<file path="config.mk">
export PLATFORM = sky130hd
export DESIGN_NAME = assembly_line_tokenizer
export DESIGN_NICKNAME = d
export VERILOG_FILES = /design/src/rtl/alt_pkg.sv /design/src/rtl/alt_in_stage.sv /design/src/rtl/alt_core.sv /design/src/rtl/alt_out_stage.sv /design/src/rtl/assembly_line_tokenizer.sv
export SDC_FILE = /design/constraint.sdc
export NUM_CORES = 1
export LEC_CHECK = 0
export BUFFER_PORTS_ARGS = -buffer_cell sky130_fd_sc_hd__buf_2
export CAP_MARGIN = 40
export CELL_PAD_IN_SITES_DETAIL_PLACEMENT = 2
export CELL_PAD_IN_SITES_GLOBAL_PLACEMENT = 2
export CORE_UTILIZATION = 30
export DETAILED_ROUTE_END_ITERATION = 12
export MAX_ROUTING_LAYER = met4
export PLACE_DENSITY_LB_ADDON = 0.1
export SETUP_SLACK_MARGIN = 0.02
export SYNTH_ARGS = -nofsm -noshare
export SYNTH_HDL_FRONTEND = slang
export SYNTH_SLANG_ARGS = --single-unit
</file>
<file path="constraint.sdc">
create_clock -name clk -period 4.97 [get_ports clk]
set_input_delay 0.7455 -clock clk [delete_from_list [all_inputs] [get_ports clk]]
set_output_delay 0.7455 -clock clk [all_outputs]
set_load 0.05 [all_outputs]
</file>
<file path="src/rtl/alt_pkg.sv">
// Shared types and constants for the assembly line tokenizer.
// Holds the result record, result kinds, status codes and character classes.
`timescale 1ns / 1ps

package alt_pkg;

  localparam int CFG_AW = 3;

  localparam logic [0:0] REG_EXPECTED_OPS = 1'b0;

  localparam logic [1:0] KIND_NAME    = 2'd0;
  localparam logic [1:0] KIND_OPERAND = 2'd1;
  localparam logic [1:0] KIND_FINISH  = 2'd2;

  localparam logic [3:0] ST_OK         = 4'd0;
  localparam logic [3:0] ST_EMPTY      = 4'd1;
  localparam logic [3:0] ST_BAD_START  = 4'd2;
  localparam logic [3:0] ST_OPEN_STR   = 4'd3;
  localparam logic [3:0] ST_BAD_CHAR   = 4'd4;
  localparam logic [3:0] ST_NO_COMMA   = 4'd5;
  localparam logic [3:0] ST_EARLY_END  = 4'd6;
  localparam logic [3:0] ST_TRAILING   = 4'd7;
  localparam logic [3:0] ST_COUNT      = 4'd8;
  localparam logic [3:0] ST_TOO_LONG   = 4'd9;

  localparam logic [7:0] CH_NUL        = 8'h00;
  localparam logic [7:0] CH_TAB        = 8'h09;
  localparam logic [7:0] CH_SPACE      = 8'h20;
  localparam logic [7:0] CH_QUOTE      = 8'h22;
  localparam logic [7:0] CH_DOLLAR     = 8'h24;
  localparam logic [7:0] CH_COMMA      = 8'h2C;
  localparam logic [7:0] CH_UNDERSCORE = 8'h5F;

  typedef struct packed {
    logic [1:0] kind;
    logic [4:0] operand_index;
    logic [9:0] position;
    logic [3:0] status;
    logic       line_end;
  } result_t;

  function automatic logic is_blank(input logic [7:0] c);
    return (c == CH_SPACE) || (c == CH_TAB);
  endfunction

  function automatic logic is_body(input logic [7:0] c);
    return ((c >= 8'h30) && (c <= 8'h39)) || ((c >= 8'h41) && (c <= 8'h5A)) ||
           ((c >= 8'h61) && (c <= 8'h7A)) || (c == CH_UNDERSCORE);
  endfunction

  function automatic logic is_lead(input logic [7:0] c);
    return is_body(c) || (c == CH_DOLLAR) || (c == CH_QUOTE);
  endfunction

endpackage

</file>
<file path="src/rtl/alt_in_stage.sv">
// Input register stage: holds one character request until the core takes it.
// Depends on nothing but the clock and reset.
`timescale 1ns / 1ps

module alt_in_stage (
  input  logic       clk,
  input  logic       rst_n,
  input  logic       in_valid,
  output logic       in_ready,
  input  logic [7:0] in_ch,
  input  logic       take,
  output logic       q_valid,
  output logic [7:0] q_ch
);

  logic       valid_r;
  logic       valid_nxt;
  logic [7:0] ch_r;
  logic       load;

  assign in_ready = !valid_r || take;
  assign load     = in_valid && in_ready;

  always_comb begin
    valid_nxt = valid_r;
    if (load) begin
      valid_nxt = 1'b1;
    end else if (take) begin
      valid_nxt = 1'b0;
    end
  end

  always_ff @(posedge clk) begin
    if (!rst_n) begin
      valid_r <= 1'b0;
    end else begin
      valid_r <= valid_nxt;
    end
  end

  always_ff @(posedge clk) begin
    if (load) begin
      ch_r <= in_ch;
    end
  end

  assign q_valid = valid_r;
  assign q_ch    = ch_r;

endmodule

</file>
<file path="src/rtl/alt_core.sv">
// Tokenizer state machine: one transition per character, with the line state.
// Depends on alt_pkg for the result record, codes and character classes.
`timescale 1ns / 1ps

module alt_core #(
  parameter int MAX_LINE     = 1024,
  parameter int MAX_OPERANDS = 20
) (
  input  logic            clk,
  input  logic            rst_n,
  input  logic            step,
  input  logic [7:0]      ch,
  input  logic [4:0]      exp_ops,
  output logic            res_valid,
  output alt_pkg::result_t res
);

  localparam int PW  = $clog2(MAX_LINE);
  localparam int OPW = $clog2(MAX_OPERANDS + 1);
  localparam int CW  = (OPW > 5) ? OPW : 5;
  localparam logic [PW-1:0] LAST_POS = PW'(MAX_LINE - 1);
  localparam logic [CW-1:0] MAX_OPS  = CW'(MAX_OPERANDS);

  localparam logic [3:0] PH_LEAD       = 4'd0;
  localparam logic [3:0] PH_NAME       = 4'd1;
  localparam logic [3:0] PH_NAME_STR   = 4'd2;
  localparam logic [3:0] PH_AFTER_NAME = 4'd3;
  localparam logic [3:0] PH_OPER       = 4'd4;
  localparam logic [3:0] PH_OPER_STR   = 4'd5;
  localparam logic [3:0] PH_GAP        = 4'd6;
  localparam logic [3:0] PH_GAP_COMMA  = 4'd7;
  localparam logic [3:0] PH_TRAIL      = 4'd8;
  localparam logic [3:0] PH_DRAIN      = 4'd9;

  logic [3:0]     phase_r, phase_nxt;
  logic [PW-1:0]  pos_r, pos_nxt;
  logic [OPW-1:0] seen_r, seen_nxt;
  logic           comma_r, comma_nxt;
  logic [3:0]     err_r, err_nxt;

  logic [31:0]    pos_w;
  logic [31:0]    seen_w;
  logic [CW-1:0]  seen_c;
  logic [CW-1:0]  exp_c;
  logic           at_limit;
  logic           reached;
  logic           op_full;
  logic           is_quote;
  logic [3:0]     fin_status;
  logic           fail_en;
  logic [3:0]     fail_code;
  logic           start_op;

  assign pos_w    = 32'(pos_r);
  assign seen_w   = 32'(seen_r);
  assign seen_c   = CW'(seen_r);
  assign exp_c    = CW'(exp_ops);
  assign at_limit = (pos_r >= LAST_POS);
  assign reached  = (seen_c >= exp_c);
  assign op_full  = reached || (seen_c >= MAX_OPS);
  assign is_quote = (ch == alt_pkg::CH_QUOTE);

  always_comb begin
    if (err_r != alt_pkg::ST_OK) begin
      fin_status = err_r;
    end else begin
      unique case (phase_r)
        PH_LEAD:                   fin_status = alt_pkg::ST_EMPTY;
        PH_NAME_STR, PH_OPER_STR:  fin_status = alt_pkg::ST_OPEN_STR;
        PH_GAP, PH_GAP_COMMA:      fin_status = alt_pkg::ST_EARLY_END;
        default: fin_status = (seen_c < exp_c) ? alt_pkg::ST_EARLY_END : alt_pkg::ST_OK;
      endcase
    end
  end

  always_comb begin
    phase_nxt = phase_r;
    pos_nxt   = pos_r;
    seen_nxt  = seen_r;
    comma_nxt = comma_r;
    err_nxt   = err_r;
    fail_en   = 1'b0;
    fail_code = alt_pkg::ST_OK;
    start_op  = 1'b0;
    res_valid = 1'b0;
    res.kind          = alt_pkg::KIND_NAME;
    res.operand_index = seen_w[4:0];
    res.position      = pos_w[9:0];
    res.status        = alt_pkg::ST_OK;
    res.line_end      = 1'b0;

    if (step) begin
      if (ch == alt_pkg::CH_NUL) begin
        res_valid    = 1'b1;
        res.kind     = alt_pkg::KIND_FINISH;
        res.status   = fin_status;
        res.line_end = 1'b1;
        phase_nxt    = PH_LEAD;
        pos_nxt      = '0;
        seen_nxt     = '0;
        comma_nxt    = 1'b0;
        err_nxt      = alt_pkg::ST_OK;
      end else begin
        if (err_r == alt_pkg::ST_OK) begin
          if (at_limit) begin
            fail_en   = 1'b1;
            fail_code = alt_pkg::ST_TOO_LONG;
          end else begin
            unique case (phase_r)
              PH_LEAD: begin
                if (alt_pkg::is_blank(ch)) begin
                  phase_nxt = phase_r;
                end else if (!alt_pkg::is_lead(ch)) begin
                  fail_en   = 1'b1;
                  fail_code = alt_pkg::ST_BAD_START;
                end else begin
                  res_valid         = 1'b1;
                  res.operand_index = '0;
                  phase_nxt         = is_quote ? PH_NAME_STR : PH_NAME;
                end
              end
              PH_NAME: begin
                if (alt_pkg::is_body(ch)) begin
                  phase_nxt = phase_r;
                end else if (alt_pkg::is_blank(ch)) begin
                  phase_nxt = PH_AFTER_NAME;
                end else begin
                  fail_en   = 1'b1;
                  fail_code = alt_pkg::ST_BAD_CHAR;
                end
              end
              PH_NAME_STR: begin
                if (is_quote) begin
                  phase_nxt = PH_NAME;
                end
              end
              PH_AFTER_NAME, PH_GAP_COMMA: begin
                if (alt_pkg::is_blank(ch)) begin
                  phase_nxt = phase_r;
                end else if (!alt_pkg::is_lead(ch)) begin
                  fail_en   = 1'b1;
                  fail_code = alt_pkg::ST_BAD_START;
                end else begin
                  start_op = 1'b1;
                end
              end
              PH_OPER: begin
                if (alt_pkg::is_body(ch)) begin
                  phase_nxt = phase_r;
                end else if (alt_pkg::is_blank(ch) || (ch == alt_pkg::CH_COMMA)) begin
                  if (reached) begin
                    phase_nxt = PH_TRAIL;
                  end else if (ch == alt_pkg::CH_COMMA) begin
                    phase_nxt = PH_GAP_COMMA;
                  end else begin
                    phase_nxt = PH_GAP;
                    comma_nxt = (seen_r == OPW'(1));
                  end
                end else begin
                  fail_en   = 1'b1;
                  fail_code = alt_pkg::ST_BAD_CHAR;
                end
              end
              PH_OPER_STR: begin
                if (is_quote) begin
                  phase_nxt = PH_OPER;
                end
              end
              PH_GAP: begin
                if (alt_pkg::is_blank(ch)) begin
                  phase_nxt = phase_r;
                end else if (ch == alt_pkg::CH_COMMA) begin
                  phase_nxt = PH_GAP_COMMA;
                end else if (!alt_pkg::is_lead(ch)) begin
                  fail_en   = 1'b1;
                  fail_code = alt_pkg::ST_BAD_CHAR;
                end else if (!comma_r) begin
                  fail_en   = 1'b1;
                  fail_code = alt_pkg::ST_NO_COMMA;
                end else begin
                  start_op = 1'b1;
                end
              end
              PH_TRAIL: begin
                if (!alt_pkg::is_blank(ch)) begin
                  fail_en   = 1'b1;
                  fail_code = alt_pkg::ST_TRAILING;
                end
              end
              default: begin
                phase_nxt = PH_DRAIN;
              end
            endcase
          end

          if (start_op) begin
            if (op_full) begin
              fail_en   = 1'b1;
              fail_code = alt_pkg::ST_COUNT;
            end else begin
              res_valid = 1'b1;
              res.kind  = alt_pkg::KIND_OPERAND;
              seen_nxt  = seen_r + 1'b1;
              phase_nxt = is_quote ? PH_OPER_STR : PH_OPER;
            end
          end

          if (fail_en) begin
            err_nxt   = fail_code;
            phase_nxt = PH_DRAIN;
          end
        end

        if (!at_limit) begin
          pos_nxt = pos_r + 1'b1;
        end
      end
    end
  end

  always_ff @(posedge clk) begin
    if (!rst_n) begin
      phase_r <= PH_LEAD;
      pos_r   <= '0;
      seen_r  <= '0;
      comma_r <= 1'b0;
      err_r   <= alt_pkg::ST_OK;
    end else begin
      phase_r <= phase_nxt;
      pos_r   <= pos_nxt;
      seen_r  <= seen_nxt;
      comma_r <= comma_nxt;
      err_r   <= err_nxt;
    end
  end

endmodule

</file>
<file path="src/rtl/alt_out_stage.sv">
// Output register stage: holds one result until the receiver takes it.
// Depends on alt_pkg for the result record.
`timescale 1ns / 1ps

module alt_out_stage (
  input  logic             clk,
  input  logic             rst_n,
  input  logic             load,
  input  logic             res_valid,
  input  alt_pkg::result_t res,
  output logic             free,
  output logic             out_valid,
  input  logic             out_ready,
  output alt_pkg::result_t out_res
);

  logic             valid_r;
  logic             valid_nxt;
  alt_pkg::result_t res_r;

  assign free = !valid_r || out_ready;

  always_comb begin
    valid_nxt = valid_r;
    if (load) begin
      valid_nxt = res_valid;
    end else if (out_ready) begin
      valid_nxt = 1'b0;
    end
  end

  always_ff @(posedge clk) begin
    if (!rst_n) begin
      valid_r <= 1'b0;
    end else begin
      valid_r <= valid_nxt;
    end
  end

  always_ff @(posedge clk) begin
    if (load && res_valid) begin
      res_r <= res;
    end
  end

  assign out_valid = valid_r;
  assign out_res   = res_r;

endmodule

</file>
<file path="src/rtl/assembly_line_tokenizer.sv">
// Top level of the assembly line tokenizer: stream ports, register port, stages.
// Depends on alt_pkg, alt_in_stage, alt_core and alt_out_stage.
`timescale 1ns / 1ps

// The input stream carries one character of a source line per request, and a
// zero character ends the line. The output stream carries one request for each
// name or operand start and one final request per line with its status, marked
// by out_tlast. The number of operands to expect is written through the
// register port at byte address 0 while no line is in flight.
// A character passes an input register and then one state machine step into
// the output register; the step waits while the output register holds a
// result that the receiver is not taking.
// One character is taken in every cycle while the receiver keeps up; the
// single-cycle state machine transition is what sets that rate.
// Reset clears the line state and sets the expected operand count to zero;
// there is no clearing pass, so the block is ready in the first cycle after.
// When the receiver stalls, the held result stays on the output and at most
// one more character is taken into the input register; in_tready then stays
// low until the result is taken.

module assembly_line_tokenizer #(
  parameter int MAX_LINE     = 1024,
  parameter int MAX_OPERANDS = 20
) (
  input  logic                      clk,
  input  logic                      rst_n,
  input  logic                      in_tvalid,
  output logic                      in_tready,
  input  logic [7:0]                in_tdata,    // ch[7:0]
  output logic                      out_tvalid,
  input  logic                      out_tready,
  output logic [23:0]               out_tdata,   // operand_index[4:0], position[14:5],
                                                 // status[18:15], zero fill[23:19]
  output logic [1:0]                out_tuser,   // kind[1:0]
  output logic                      out_tlast,
  input  logic                      cfg_psel,
  input  logic                      cfg_penable,
  input  logic                      cfg_pwrite,
  input  logic [alt_pkg::CFG_AW-1:0] cfg_paddr,
  input  logic [31:0]               cfg_pwdata,
  output logic [31:0]               cfg_prdata,
  output logic                      cfg_pready
);

  logic             exp_we;
  logic [4:0]       exp_ops_r;
  logic [4:0]       exp_ops_nxt;
  logic             reg_hit;
  logic             q_valid;
  logic [7:0]       q_ch;
  logic             out_free;
  logic             step;
  logic             res_valid;
  alt_pkg::result_t res;
  alt_pkg::result_t out_res;

  assign cfg_pready = 1'b1;
  assign reg_hit    = (cfg_paddr[alt_pkg::CFG_AW-1:2] == alt_pkg::REG_EXPECTED_OPS);
  assign exp_we     = cfg_psel && cfg_penable && cfg_pwrite && cfg_pready && reg_hit;
  assign exp_ops_nxt = exp_we ? cfg_pwdata[4:0] : exp_ops_r;
  assign cfg_prdata = reg_hit ? {27'd0, exp_ops_r} : 32'd0;

  always_ff @(posedge clk) begin
    if (!rst_n) begin
      exp_ops_r <= 5'd0;
    end else begin
      exp_ops_r <= exp_ops_nxt;
    end
  end

  assign step = q_valid && out_free;

  alt_in_stage u_in (
    .clk      (clk),
    .rst_n    (rst_n),
    .in_valid (in_tvalid),
    .in_ready (in_tready),
    .in_ch    (in_tdata),
    .take     (step),
    .q_valid  (q_valid),
    .q_ch     (q_ch)
  );

  alt_core #(
    .MAX_LINE     (MAX_LINE),
    .MAX_OPERANDS (MAX_OPERANDS)
  ) u_core (
    .clk       (clk),
    .rst_n     (rst_n),
    .step      (step),
    .ch        (q_ch),
    .exp_ops   (exp_ops_r),
    .res_valid (res_valid),
    .res       (res)
  );

  alt_out_stage u_out (
    .clk       (clk),
    .rst_n     (rst_n),
    .load      (step),
    .res_valid (res_valid),
    .res       (res),
    .free      (out_free),
    .out_valid (out_tvalid),
    .out_ready (out_tready),
    .out_res   (out_res)
  );

  assign out_tdata = {5'd0, out_res.status, out_res.position, out_res.operand_index};
  assign out_tuser = out_res.kind;
  assign out_tlast = out_res.line_end;

endmodule

</file>
==> flow_metrics.py, run 1 <==
metrics = {
    "power": {
        "comb_power_share_pct": 15.4,
        "vdd.ir_drop.worst_mv": 0.186,
        "intPower_uw": 919,
        "seqPwrFrac_pct": 42.5,
        "p_per_area_nw_per_um2": 322,
        "switching_share_pct": 29.5,
        "clkPwrFrac_pct": 42.1,
        "p_leak_uw": 0.00166,
        "p_sw_uw": 385,
    },
    "floorplanning": {
        "die_area_um2": 12300,
        "rows": 39,
        "io_pins": 112,
        "die_h_um": 111,
        "core_area_um2": 11500,
        "die_w_um": 111,
        "start_util_pct": 31.0,
    },
    "outcome": {
        "violations": "design-rule violations",
        "outcome": "complete, but fails checks",
    },
    "sta": {
        "fmax_mhz": 356,
        "setup_viol": 0,
        "hold_viol": 0,
        "tightest_slew_ns": 0.677,
        "rsz0062_at_grt": "no",
        "finalCritPeriodShare_pct": 56.5,
        "hold_slack_ns": 0.474,
        "clock_skew_ns": 0.00733,
        "maxSlewHeadroom_pct": 54.4,
        "tns_ns": 0,
        "post-route-min-period_ns": 2.81,
        "maxSlewViolCount": 0,
    },
    "clock_tree": {
        "post_cts_resized": 0,
        "cts_setup_buffers": 0,
        "root_buffer": "clkbuf_16",
        "cts.sinks": 60,
        "clock_path_buffers": 2,
        "ctsHoldBuffers": 0,
        "cts_max_level": 3,
        "cts_tree": "yes",
        "worstSkewPairLatency_ns": 0.33,
        "cts_made_buffers": 9,
        "path_clk_slew_ns": 0.05,
    },
    "hold_path": {
        "worstHoldStart": "u_core.err_r[1]",
        "min_to": "u_core.err_r[1]",
        "min_path_cells": 2,
        "holdCritPathClass": "register to register",
    },
    "worst_setup_path": {
        "crit_fanout": 22,
        "slowest_delay_ns": 0.54,
        "r2r_start": "u_in.q_ch[2]",
        "rr_worst_depth": 7,
        "crit_path_end_kind": "register",
        "cp-start-kind": "register",
        "critical-path-slowest-cell": "edfxtp_1",
        "path_class": "register to register",
        "critPathRequiredTime_ns": 4.97,
        "cp.arrival_ns": 2.80,
        "worstReg2RegEnd": "u_out.out_res[6]",
        "path_cells": "xnor2_1, a32oi_1, o31ai_1, nand4b_1, o31a_2, o21ai_2, buf_4",
        "reg2reg_slack_ns": 2.16,
    },
    "logic_synthesis": {
        "synthFlopType": "dfxtp_1",
        "ys_warn_count": 0,
        "yosysUniqueCellTypes": 76,
        "synth_edf_count": 29,
        "avgSynthCellArea_um2": 9.36,
        "synth-seq-cells": 60,
        "syn_area_um2": 3560,
        "syn_inst": 381,
        "synth-seq-area-share_pct": 41.8,
        "async_flop_share_pct": 0,
    },
    "detailed_routing": {
        "drt.antenna.violating_nets": 0,
        "routed_wl_um": 9540,
        "drt_iter0_drc": 168,
        "drcViolationCount": 14,
        "routed_via_density": 5.02,
        "vias": 2883,
        "firstDrtPassIters": 8,
        "wl_per_cell_um": 16.6,
    },
    "grt": {
        "grt_pass1_vias": 3019,
        "antenna_found_initial": 0,
        "grt.overflow.total": 0,
        "grt_first_pass_wirelength_um": 15700,
        "grt_start_max_net_pins": 23,
        "gr-usage-all-layers_pct": 17.1,
    },
    "layout": {
        "drive_above_1_share_pct": 18.6,
        "area_growth_syn_to_layout_pct": 13.4,
        "n_antenna_cell": 0,
        "fin_nets": 485,
    },
    "place": {
        "place_congestion": 0.750,
        "portBuffers": 49,
        "post-dp-hpwl_um": 7190,
    },
    "run": {
        "maxCapViolCount": 0,
    },
}
## cell type report
class / instances / area (um^2)
clock buffers: 10 / 229
clock inverters: 6 / 32.5
fillers: 1277 / 7470
inverters: 17 / 63.8
multi-input cells: 287 / 1780
flip-flops and latches: 60 / 1490
well taps: 143 / 179
repair buffers: 51 / 264
## cells by family after synthesis
kind of cell / count (synthesis) / share of synthesized area, %
DFF: 60 / 41.8
adders and majority gates: 9 / 3.16
and+or+nand+nor: 146 / 22.1
AOI/OAI and AO/OA: 78 / 15.6
muxes: 11 / 3.09
buffers and inverters: 65 / 11.5
xor gates and xnor gates: 10 / 2.46
other: 2 / 0.211
## synth_stat cells (3+ instances only)
library cell	number	area [um^2]
nor2_1	38	143
buf_4	35	263
dfxtp_1	31	621
nand2_1	31	116
edfxtp_1	29	871
inv_1	16	60.1
o21ai_0	16	80.1
nor2b_1	15	93.8
a21oi_1	14	70.1
mux2i_1	11	110
ha_1	9	113
nand3_1	8	40.0
nand4_1	7	43.8
clkbuf_1	6	22.5
xnor2_1	6	52.6
nor3_1	5	25.0
or3_1	5	31.3
and2_1	4	25.0
and3_1	4	25.0
buf_6	4	45.0
nand4b_1	4	35.0
o211ai_1	4	30.0
o21a_1	4	30.0
xor2_1	4	35.0
a211o_1	3	26.3
a31oi_1	3	18.8
nand2b_1	3	18.8
## flip-flops by register name (all words and copies together) (netlist names)
name             count
u_out.out_res       21
u_core.pos_r        10
u_in.q_ch            8
exp_ops_r            5
u_core.seen_c        5
u_core.err_r         4
u_core.phase_r       4
u_core.comma_r       1
u_in.q_valid         1
u_out.out_valid      1
## placed cells by master, fill, tap and decap left out, types with 5 or more instances in the layout
cell type	synthesis	final
buf_2	0	49
nor2_1	38	38
conb_1	2	33
nand2_1	31	31
dfxtp_1	31	31
edfxtp_1	29	29
inv_1	16	16
nor2b_1	15	15
o21ai_0	16	15
a21oi_1	14	14
mux2i_1	11	11
ha_1	9	9
clkbuf_16	0	9
nand3_1	8	8
nand4_1	7	7
xnor2_1	6	6
or3_1	5	5
nor3_1	5	5
## worst max path at each step
stage | from | slack [ns] | end | cells past startpoint
final | u_in.q_ch[2] | 2.16 | u_out.out_res[6] | 7
after floorplan | exp_ops_r[3] | 1.41 | u_out.out_res[0] | 8
after global placement | u_in.q_ch[0] | 2.18 | u_out.out_res[5] | 7
after detailed placement | u_in.q_ch[0] | 2.13 | u_out.out_res[7] | 7
after CTS | u_in.q_ch[0] | 2.12 | u_out.out_res[3] | 7
after global routing | u_in.q_ch[2] | 2.03 | u_out.out_res[3] | 7
## through the flow
stage,cells,util [%],total power [uW],setup slack [ns],instance area [um^2]
3_5_place_dp,558,32.8,766,2.13,3780
3_3_place_gp,557,32.7,761,2.18,3770
2_1_floorplan,412,-,744,1.41,3680
6_report,574,35.1,1300,2.16,4040
4_1_cts,574,35.1,1330,2.12,4040
5_1_grt,574,35.1,1370,2.03,4040
## power by group through the flow
| stage | clock (uW) | combinational (uW) | sequential (uW) |
|---|---|---|---|
| 2_1_floorplan | 0 | 181 | 563 |
| 3_3_place_gp | 0 | 197 | 563 |
| 3_5_place_dp | 0 | 201 | 565 |
| 4_1_cts | 572 | 202 | 554 |
| 5_1_grt | 594 | 217 | 557 |
| 6_report | 548 | 201 | 554 |
## worst max-delay path: cells and delay by family, from the launching register on
| kind | cells | cell delay, ns |
|---|---|---|
| buffers and inverters | 1 | 0.31 |
| AOI/OAI and AO/OA | 4 | 0.98 |
| xor gates and xnor gates | 1 | 0.20 |
| DFF | 1 | 0.54 |
| and+or+nand+nor | 1 | 0.43 |
## metal layers
metal	vias to the layer above	GRT usage (%)	wire, um
li1	1391	-	-
met1	1422	20.4	4410
met2	63	28.4	4690
met3	7	3.39	312
met4	0	6.39	119
met5	-	-	0
(Power assumes the default switching activity.)
==> run 2: changes to the inputs <==
--- a/config.mk
+++ b/config.mk
@@ -5,11 +5,12 @@
 export SDC_FILE = /design/constraint.sdc
 export NUM_CORES = 1
 export LEC_CHECK = 0
+export ABC_AREA = 1
 export BUFFER_PORTS_ARGS = -buffer_cell sky130_fd_sc_hd__buf_2
 export CAP_MARGIN = 40
 export CELL_PAD_IN_SITES_DETAIL_PLACEMENT = 2
 export CELL_PAD_IN_SITES_GLOBAL_PLACEMENT = 2
-export CORE_UTILIZATION = 30
+export CORE_UTILIZATION = 26
 export DETAILED_ROUTE_END_ITERATION = 12
 export MAX_ROUTING_LAYER = met4
 export PLACE_DENSITY_LB_ADDON = 0.1
==> constraint.sdc (replaced) <==
create_clock -name clk -period 2.5 [get_ports clk]
set_input_delay 0.375 -clock clk [delete_from_list [all_inputs] [get_ports clk]]
set_output_delay 0.375 -clock clk [all_outputs]
set_load 0.05 [all_outputs]
==> flow_metrics.py, run 2 <==
metrics = {
    "outcome": {
        "outcome": "complete, no violations",
    },
    "clock_tree": {
        "cts_made_buffers": 9,
        "worstSkewPairLatency_ns": 0.33,
        "cts_setup_buffers": 0,
        "ctsHoldBuffers": 0,
        "path_clk_slew_ns": 0.06,
        "clock_path_buffers": 2,
        "cts_max_level": 3,
        "root_buffer": "clkbuf_16",
        "cts.sinks": 60,
        "cts_tree": "yes",
    },
    "sta": {
        "maxSlewViolCount": 0,
        "tns_ns": 0,
        "rsz0062_at_grt": "no",
        "post-route-min-period_ns": 2.29,
        "clock_skew_ns": 0.00829,
        "setup_viol": 0,
        "fmax_mhz": 437,
        "finalCritPeriodShare_pct": 91.6,
        "hold_viol": 0,
    },
    "layout": {
        "fin_nets": 569,
        "fill_cells": 1570,
        "drive_above_1_share_pct": 26.8,
        "layout_common_cells": "76 x nand2_1, 52 x inv_1, 49 x buf_2",
        "n_antenna_cell": 0,
        "area_growth_syn_to_layout_pct": 19.6,
        "largest_reg_flops": 21,
        "fin_area_um2": 4330,
        "final_common_cell": "nand2_1",
    },
    "logic_synthesis": {
        "yosysMostFrequentCell": "nand2_1",
        "synthTopCellsByCount": "76 x nand2_1, 53 x inv_1, 38 x nor2_1",
        "yosysUniqueCellTypes": 39,
        "synth-seq-area-share_pct": 41.2,
        "synth_top_cell_area_share_pct": 24.1,
        "yosys.area.top_type": "edfxtp_1",
        "yosys-top-cells-area": "edfxtp_1 24%, dfxtp_1 17%, nand2_1 7.9%",
        "async_flop_share_pct": 0,
        "synth-seq-cells": 60,
        "avgSynthCellArea_um2": 8.19,
        "syn_inst": 442,
        "ys_warn_count": 0,
        "synthFlopType": "dfxtp_1",
        "syn_area_um2": 3620,
        "synth_edf_count": 29,
    },
    "floorplanning": {
        "start_util_pct": 27.0,
        "core_area_um2": 13400,
        "io_pins": 112,
        "die_w_um": 120,
        "die_h_um": 120,
        "die_area_um2": 14400,
        "rows": 42,
    },
    "detailed_routing": {
        "drcViolationCount": 0,
        "routed_wl_um": 9470,
        "routed_via_density": 4.34,
        "firstDrtPassIters": 4,
        "drt_iter0_drc": 63,
        "wl_per_cell_um": 13.7,
        "drt.antenna.violating_nets": 0,
        "vias": 3001,
    },
    "worst_setup_path": {
        "cp.arrival_ns": 2.32,
        "critPathRequiredTime_ns": 2.53,
        "crit_fanout": 21,
        "cp-start-kind": "register",
        "rr_worst_depth": 14,
        "r2r_start": "exp_ops_r[2]",
        "path_class": "register to register",
        "crit_path_end_kind": "register",
        "worstReg2RegEnd": "u_out.out_res[10]",
        "reg2reg_slack_ns": 0.21,
        "critPathCapture": "u_out.out_res[10]",
        "startpoint": "exp_ops_r[2]",
    },
    "power": {
        "vdd.ir_drop.worst_mv": 0.376,
        "p_leak_uw": 0.00194,
        "p_per_area_nw_per_um2": 642,
    },
    "grt": {
        "use_met2_pct": 24.2,
        "grt.overflow.total": 0,
        "grt_start_max_net_pins": 22,
        "gr-usage-all-layers_pct": 14.6,
        "gr-usage-met3_pct": 3.28,
        "grt_most_used_layer": "met2",
        "grt_util_met1_pct": 17.4,
        "grt_pass1_vias": 3228,
        "grt_first_pass_wirelength_um": 15900,
        "antenna_found_initial": 0,
    },
    "hold_path": {
        "worstHoldStart": "in_tdata[6]",
        "min_path_cells": 1,
        "holdCritPathClass": "primary input to register",
    },
    "place": {
        "post-dp-hpwl_um": 7450,
        "portBuffers": 49,
        "place_congestion": 0.730,
        "place_area_um2": 4050,
    },
    "run": {
        "maxCapViolCount": 0,
    },
}
run 2: report_power, final:
part,switching (uW),internal [uW]
combinational,383,139
sequential,32.7,1070
clock,480,675
run 2: cells by family (layout without fill, tap and decap cells):
| kind of cell | count (synthesis) | count (layout) | synth area share, % |
|---|---|---|---|
| adder cells (fa/ha/maj) | 9 | 9 | 3.11 |
| buffers and inverters | 105 | 147 | 14.9 |
| other | 2 | 33 | 0.207 |
| flip-flops | 60 | 60 | 41.2 |
| XOR/XNOR | 5 | 5 | 1.21 |
| AND/OR/NAND/NOR | 199 | 199 | 30.0 |
| AO/OA/AOI/OAI | 62 | 62 | 9.44 |
run 2: cell type report:
type                    instances  area (um^2)  area share (%)
multi-input cells             308         1710            39.5
clock buffers                   9          225            5.20
inverters                      65          246            5.69
well taps                     176          220            5.09
clock inverters                 7         50.0            1.16
flip-flops and latches         60         1490            34.4
repair buffers                 66          385            8.90
run 2: worst min-delay path by stage:
stage                                    to
final                          u_in.q_ch[6]
after global routing           u_in.q_ch[3]
after CTS                      u_in.q_ch[1]
after detailed placement  u_out.out_res[13]
after global placement    u_out.out_res[13]
after floorplan           u_out.out_res[13]
run 2: metrics by stage:
stage                     setup WS (ns)  instances  utilization [%]  power [uW]  hold slack, ns
final                             0.210        691             32.3        2780           0.219
after global routing             0.0211        691             32.3        2920           0.205
after CTS                        0.0395        691             32.3        2830           0.203
after detailed placement         0.0676        675             30.2        1650           0.447
after global placement            0.106        675             30.2        1640           0.443
after floorplan                   0.168        473                -        1560           0.430
run 2: what timing repair did:
| item | 4_1_cts | 5_1_grt |
|---|---|---|
| setup endpoints to repair | 0 | 22 |
| resized for setup | 0 | 3 |
| endpoints found under the hold margin | 0 | 0 |
run 2: layer usage:
layer,wire length (um),vias up
met5,0,-
met4,134,0
met3,371,13
met2,4540,72
met1,4430,1410
li1,-,1506
run 2: critical path: stages, from the launching register on:
cell	delay (ns)
dfxtp_1	0.31
inv_1	0.07
ha_1	0.31
nand2_1	0.12
nor2_1	0.06
nand2_1	0.05
nand3_1	0.09
nor2_1	0.15
o21ai_1	0.13
nor2_1	0.20
nand2_4	0.08
nand2_4	0.06
o21ai_1	0.09
inv_2	0.09
buf_12	0.17
